[src/rtl/psa_pkg.sv]
// Shared types, constants and helpers for the saturation adjust pipeline.
package psa_pkg;

   localparam int PIX_W      = 8;
   localparam int GAIN_W     = 12;
   localparam int CH_NUM     = 3;
   localparam int CH_BLUE    = 0;
   localparam int CH_GREEN   = 1;
   localparam int CH_RED     = 2;

   // unpremultiplied value c*255*256/a, up to 24 bits when color exceeds alpha
   localparam int QUO_W      = 24;
   localparam int DIV_STAGES = 4;
   localparam int DIV_BITS   = QUO_W / DIV_STAGES;

   localparam int WEIGHT_W   = 16;
   localparam int PROD_W     = 40;   // weight * quotient, and the gray sum
   localparam int DIFF_W     = 42;   // u*65536 - gray, signed
   localparam int MIX_W      = 54;   // gain * diff, signed
   localparam int BLEND_W    = 55;   // gray*256 + gain*diff, signed
   localparam int FRAC_W     = 32;

   localparam logic signed [GAIN_W-1:0] GAIN_ONE = 12'sd256;

   localparam logic [BLEND_W-1:0] ROUND_HALF =
      {{(BLEND_W-FRAC_W){1'b0}}, 1'b1, {(FRAC_W-1){1'b0}}};

   // BT.601 luma weights in Q0.16, indexed by channel (blue, green, red)
   localparam logic [WEIGHT_W-1:0] LUMA_WEIGHT [CH_NUM] = '{
      16'd7471, 16'd38470, 16'd19595
   };

   typedef logic [CH_NUM-1:0][PIX_W-1:0] pix_vec_type;
   typedef logic [CH_NUM-1:0][QUO_W-1:0] quo_vec_type;

   typedef struct packed {
      logic [PIX_W-1:0]         blue;
      logic [PIX_W-1:0]         green;
      logic [PIX_W-1:0]         red;
      logic [PIX_W-1:0]         alpha;
      logic signed [GAIN_W-1:0] gain;
      logic                     bypass;
   } side_type;

   function automatic pix_vec_type side_colors(side_type side);
      pix_vec_type colors;
      colors[CH_BLUE]  = side.blue;
      colors[CH_GREEN] = side.green;
      colors[CH_RED]   = side.red;
      return colors;
   endfunction

endpackage

[src/rtl/psa_divider.sv]
// Pipelined restoring divider: c*65280/alpha for three channels.
module psa_divider (
   input  logic                  clock,
   input  logic                  reset,
   input  logic                  in_valid,
   output logic                  in_ready,
   input  psa_pkg::side_type     in_side,
   output logic                  out_valid,
   input  logic                  out_ready,
   output psa_pkg::side_type     out_side,
   output psa_pkg::quo_vec_type  out_quo
);
   import psa_pkg::*;

   localparam int LAST = DIV_STAGES;

   typedef struct packed {
      logic [QUO_W-1:0] num;
      logic [PIX_W-1:0] rem;
      logic [QUO_W-1:0] quo;
   } div_type;

   logic [LAST:0]   valid_ff;
   logic [LAST:0]   valid_in;
   logic [LAST+1:0] ready;
   side_type        side_ff [LAST+1];
   side_type        side_in [LAST+1];
   div_type         div_ff  [LAST+1][CH_NUM];
   div_type         div_in  [LAST+1][CH_NUM];

   always_comb begin
      ready[LAST+1] = out_ready;
      for (int s = LAST; s >= 0; s--) begin
         ready[s] = !valid_ff[s] || ready[s+1];
      end
   end

   always_comb begin
      pix_vec_type      colors;
      div_type          st;
      logic [PIX_W:0]   rem9;
      logic [PIX_W-1:0] divisor;
      colors      = side_colors(in_side);
      valid_in[0] = in_valid;
      side_in[0]  = in_side;
      for (int ch = 0; ch < CH_NUM; ch++) begin
         // c*255*256 = c*65536 - c*256
         div_in[0][ch].num = QUO_W'({colors[ch], 16'h0000}) - QUO_W'({colors[ch], 8'h00});
         div_in[0][ch].rem = '0;
         div_in[0][ch].quo = '0;
      end
      for (int s = 1; s <= LAST; s++) begin
         valid_in[s] = valid_ff[s-1];
         side_in[s]  = side_ff[s-1];
         divisor     = side_ff[s-1].alpha;
         for (int ch = 0; ch < CH_NUM; ch++) begin
            st = div_ff[s-1][ch];
            for (int b = 0; b < DIV_BITS; b++) begin
               rem9   = {st.rem, st.num[QUO_W-1]};
               st.num = {st.num[QUO_W-2:0], 1'b0};
               if (rem9 >= {1'b0, divisor}) begin
                  st.rem = PIX_W'(rem9 - {1'b0, divisor});
                  st.quo = {st.quo[QUO_W-2:0], 1'b1};
               end else begin
                  st.rem = rem9[PIX_W-1:0];
                  st.quo = {st.quo[QUO_W-2:0], 1'b0};
               end
            end
            div_in[s][ch] = st;
         end
      end
   end

   always_ff @(posedge clock) begin
      if (reset) begin
         valid_ff <= '0;
      end else begin
         for (int s = 0; s <= LAST; s++) begin
            if (ready[s]) begin
               valid_ff[s] <= valid_in[s];
            end
         end
      end
   end

   always_ff @(posedge clock) begin
      for (int s = 0; s <= LAST; s++) begin
         if (ready[s]) begin
            side_ff[s] <= side_in[s];
            for (int ch = 0; ch < CH_NUM; ch++) begin
               div_ff[s][ch] <= div_in[s][ch];
            end
         end
      end
   end

   always_comb begin
      for (int ch = 0; ch < CH_NUM; ch++) begin
         out_quo[ch] = div_ff[LAST][ch].quo;
      end
   end

   assign in_ready  = ready[0];
   assign out_valid = valid_ff[LAST];
   assign out_side  = side_ff[LAST];

endmodule

[config.mk]
export PLATFORM = sky130hd
export DESIGN_NAME = psa_divider
export DESIGN_NICKNAME = d
export VERILOG_FILES = /design/src/rtl/psa_pkg.sv /design/src/rtl/psa_divider.sv
export SDC_FILE = /design/constraint.sdc
export NUM_CORES = 2
export LEC_CHECK = 0
export ABC_CLOCK_PERIOD_IN_PS = 23200
export BUFFER_PORTS_ARGS = -buffer_cell sky130_fd_sc_hd__buf_4
export CAP_MARGIN = 20
export CORE_MARGIN = 5
export CORE_UTILIZATION = 60
export CTS_BUF_LIST = sky130_fd_sc_hd__clkbuf_8
export CTS_CLUSTER_SIZE = 14
export DETAILED_ROUTE_END_ITERATION = 8
export PLACE_DENSITY = 0.82
export SYNTH_ARGS = -nofsm -noshare
export SYNTH_HDL_FRONTEND = slang
export SYNTH_SLANG_ARGS = --single-unit
[constraint.sdc]
create_clock -name clock -period 23.2 [get_ports clock]
set_clock_uncertainty 0.1 [all_clocks]
set_input_delay 2.32 -clock clock [delete_from_list [all_inputs] [get_ports clock]]
set_output_delay 2.32 -clock clock [all_outputs]
set_load 0.005 [all_outputs]
Word level (Yosys, flattened, before mapping):

Memories as Yosys holds them, arrays and structs flattened.
Cells that the tools add are included.

* mux-type cells: 82
* $lt $le $gt $ge: 72
* reduce and logical (&&, ||, !) cells: 10
* add/sub/neg operators: 75

Operators by type and width (number)
* $mux W32: 72
* $ge A9 B8 Y1: 72
* $sub A8 B8 Y8: 72
* $sub A24 B16 Y24: 3
* $mux W1: 10
* $logic_not A1 Y1: 5
* $logic_or A1 B1 Y1: 5

* bits in registers: 5
* input port bits: 49
* memories kept: 2
* word-level logic and storage cells: 246
* output and inout port bits: 119
* RAM bits: 1065

Memories
* div_ff: depth 5, width 168, read ports 5, clocked after memory_dff 0, wr ports 5, RTL line psa_divider.sv:28 `div_type div_ff [LAST+1][CH_NUM];`
* side_ff: depth 5, width 45, read ports 5, clocked after memory_dff 0, wr ports 5, RTL line psa_divider.sv:26 `side_type side_ff [LAST+1];`

Longest topological paths before layout:

An unclocked memory read counts as a cell.

* depth in word-level cells: 13
* mapped depth: 71
* depth with buffers taken out: 68

Least setup slack after synthesis:

Ideal clock, no wire load.

* kind: flip-flop to flip-flop
* from: mem side_ff[0][104] in the netlist's numbering
* to: mem div_ff[3][26] in the netlist's numbering, data pin
* period minus slack after synthesis: 14923 ps
* data required time: 22840 ps
* stages on the path, launching flop included: 63
* slack: 8277 ps
* data arrival time: 14563 ps
* path buffers: 4
* setup time: 260 ps
* path through: edfxtp_1 > inv_1 > ha_1 > nor2b_1 > o21ai_0 > nand4b_1 > a21oi_1 > clkinv_1 > o21ai_0 > inv_1 > ha_1 > nor2b_1 > o31a_1 > o31ai_1 > o211ai_1 > a221oi_1 > and2_0 > clkbuf_1 > (+27 left out) > a21o_1 > a21o_1 > a31o_2 > o21ai_0 > o2111ai_1 > mux2_2 > buf_2 > a221oi_1 > ha_1 > a21o_1 > a21o_1 > a21o_1 > a21o_1 > a21oi_1 > o21ai_0 > a21oi_1 > nand2_1 > mux2_2

RTL lines (RTL line)
* start: declaration: psa_divider.sv:26
* end: declaration: psa_divider.sv:28

==> impl_metrics.py <==
metrics = {
    "clocking": {
        "holdBufCountCts": 0,
        "cts_resized": 0,
        "cts_made_buffers": 96,
        "cts_tree": "yes",
        "htreeDepth": 3,
        "post-cts-setup-buffer-count": 0,
        "cts_buffer_depth": 3,
        "root_buffer": "clkbuf_8",
        "cts_sinks": 563,
        "insertion_delay_ps": 750,
        "path_clk_slew_ps": 60,
    },
    "grt": {
        "grt_pass1_wl_um": 169000,
        "antenna_found_initial": 3,
        "grt_max_degree": 65,
        "grt.overflow.total": 0,
        "track_usage": 0.254,
        "grt_pass1_vias": 33500,
    },
    "setup_path": {
        "worst_ep_required_time_ps": 23560,
        "crit_path_frequent_cell": "a21o_1",
        "crit_type": "flop to flop",
        "cp_max_fo": 18,
        "crit_path_end_kind": "flop",
        "max_stage_delay_ps": 830,
        "r2r_start": "side_ff[0][109]$_DFFE_PP_",
        "critPathBufInv": 9,
        "crit_slowest_cell": "a221oi_1",
        "crit_path_start": "side_ff[0][109]$_DFFE_PP_",
        "arrival_ps": 17010,
        "start_kind": "flop",
        "cp_top_family": "compound AO/OA/AOI/OAI gates",
    },
    "drt": {
        "via_per_inst": 6.04,
        "drt_pre_antenna_iters": 5,
        "drtIter0Drc": 2180,
        "post_drt_wl_per_cell_um": 18.8,
        "detail-route-antenna-nets": 0,
        "post-route-drc-count": 0,
        "vias": 33900,
        "routed_wl_um": 106000,
    },
    "sta": {
        "relSlewSlack": 0.293,
        "finalCriticalPeriod_ps": 16650,
        "fmax_ghz": 0.0601,
        "final_max_slew_viol_count": 0,
        "finalSetupViolations": 0,
        "hold_viol": 0,
        "tightestPinTransition_ps": 1060,
        "rsz0062_at_grt": "false",
        "finalCritPeriodShare": 0.718,
        "finalSetupTns_ps": 0,
    },
    "place": {
        "port_buffers": 167,
        "place_congestion": 0.904,
        "hpwl_um": 77800,
        "dp_cells": 5442,
    },
    "logic_synthesis": {
        "syn_area_per_cell_um2": 10.4,
        "ys_seq_area_frac": 0.375,
        "ys_types": 87,
        "synth_top_flop_cell": "edfxtp_1",
        "netlist_area_um2": 44900,
        "synth_enable_flop_cells": 558,
        "ys_async_sr_fraction": 0,
        "synth_seq_cells": 563,
        "netlist_instances": 4339,
        "ys_warn_count": 0,
        "synth_nets": 4982,
    },
    "die": {
        "die_w_um": 284,
        "start_util": 0.604,
        "coreArea_um2": 74300,
        "ios": 168,
        "die-height_um": 284,
        "fp.dieArea_um2": 80500,
        "core.rowCount": 100,
    },
    "hold_path": {
        "hold_class": "flop to flop",
        "hold_path.startpoint": "side_ff[0][31]$_DFFE_PP_",
    },
    "cells_and_area": {
        "area_delta_synth_final_pct": 9.61,
        "final_cell_count_no_fill": 5619,
        "drive_above_1_share": 0.142,
        "ff_latch_area_um2": 16900,
        "multiInputGateArea_um2": 26400,
        "fillers": 5712,
        "nets": 5215,
    },
    "run_status": {
        "status": "completed",
    },
    "job": {
        "drv_cap": 0,
    },
}
-- per-stage QoR --
step                instance area (µm²)  worst slack [ps]  utilization  hold WS (ps)
finish                            49200              6550        0.663           302
global route                      49200              5330        0.662           314
CTS                               49200              6980        0.662           301
global placement                  47300              7600        0.637           301
floorplan                         44900              8280            -           300
detailed placement                47300              7120        0.637           305
-- path summary, 6_finish.rpt --
kind                         endpoint  slack, ps  cells past startpoint
max reg2reg   div_ff[3][29]$_DFFE_PP_       6550                     60
min          side_ff[0][76]$_DFFE_PP_        300                      0
min reg2reg  side_ff[0][76]$_DFFE_PP_        300                      0
max           div_ff[3][29]$_DFFE_PP_       6550                     60
-- routing by layer --
| layer | up-vias | track usage | routed length (µm) |
|---|---|---|---|
| met5 | - | 0 | 0 |
| met4 | 0 | 0.113 | 4750 |
| met3 | 299 | 0.0329 | 5250 |
| met2 | 940 | 0.457 | 52400 |
| met1 | 16100 | 0.306 | 43200 |
| li1 | 16600 | - | - |
-- state kept, by name, indices dropped and copies added, names as in the netlist --
signal and count:
div_ff 333, valid_ff 5, side_ff 225
-- placed cells by master (no fill, tap or decap), types with 37 or more instances in the layout --
master	count
fa_1	51
edfxtp_1	558
nand2b_1	88
o21a_1	69
o21ai_0	259
nand4_1	52
mux2i_1	77
xor2_1	121
a21o_1	140
clkinv_1	37
clkbuf_8	96
a21oi_1	280
nand2_1	226
inv_1	304
o21bai_1	42
ha_1	543
nor2b_1	110
xnor2_1	202
buf_4	224
nor2_1	302
nor3_1	66
nand3_1	64
mux2_2	218
-- cells by family (layout without fill, tap and decap cells) --
logic type               after synthesis  in the layout  share of synthesized area
adder cells (fa/ha/maj)              594            594                      0.174
XOR/XNOR                             323            323                     0.0630
multiplexers                         297            297                     0.0724
AND/OR/NAND/NOR                     1090           1090                      0.122
buffers and inverters                396            704                     0.0370
AO/OA/AOI/OAI                       1076           1076                      0.156
flip-flops                           563            563                      0.375
other                                  0              3                          0
-- cell usage after synthesis (16+ instances only) --
| cell type | instances | area [µm²] |
|---|---|---|
| a31oi_1 | 32 | 200 |
| edfxtp_1 | 558 | 16800 |
| mux2i_1 | 77 | 771 |
| mux2_2 | 218 | 2450 |
| a21boi_0 | 32 | 240 |
| a211o_1 | 17 | 149 |
| o21a_1 | 69 | 518 |
| nand2_1 | 228 | 856 |
| o21bai_1 | 42 | 315 |
| fa_1 | 51 | 1020 |
| ha_1 | 543 | 6790 |
| clkbuf_1 | 41 | 154 |
| inv_1 | 297 | 1110 |
| xor2_1 | 121 | 1060 |
| nor2_1 | 302 | 1130 |
| nor3_1 | 66 | 330 |
| a21oi_1 | 280 | 1400 |
| and3_1 | 29 | 181 |
| xnor2_1 | 202 | 1770 |
| a21o_1 | 140 | 1050 |
| nor2b_1 | 110 | 688 |
| a211oi_1 | 28 | 210 |
| o21ai_0 | 259 | 1300 |
| nand4_1 | 52 | 325 |
| nand2b_1 | 88 | 551 |
| o31ai_1 | 17 | 128 |
| buf_4 | 45 | 338 |
| nand3_1 | 65 | 325 |
| or2_2 | 26 | 163 |
| and2_1 | 32 | 200 |
| and4_1 | 16 | 140 |
-- worst reg2reg max path, delay by kind of cell (launching register included) --
kind                       cells  cell delay, ps
DFF                            1             380
buffers and inverters          9            1720
AOI/OAI and AO/OA             34            9270
adders and majority gates      6            1970
and+or+nand+nor                8            1710
muxes                          3            1240
-- cell type report --
class	instances	area share
repair buffers	225	0.0343
diodes	3	0.000152
clock buffers	96	0.0268
clock inverters	77	0.0114
flip-flops and latches	563	0.342
multi-input cells	3380	0.537
well taps	969	0.0246
inverters	306	0.0235
Power is left out: the tool's default activity adds up to more than one toggle a clock period on the data nets, which glitch-free logic cannot reach.
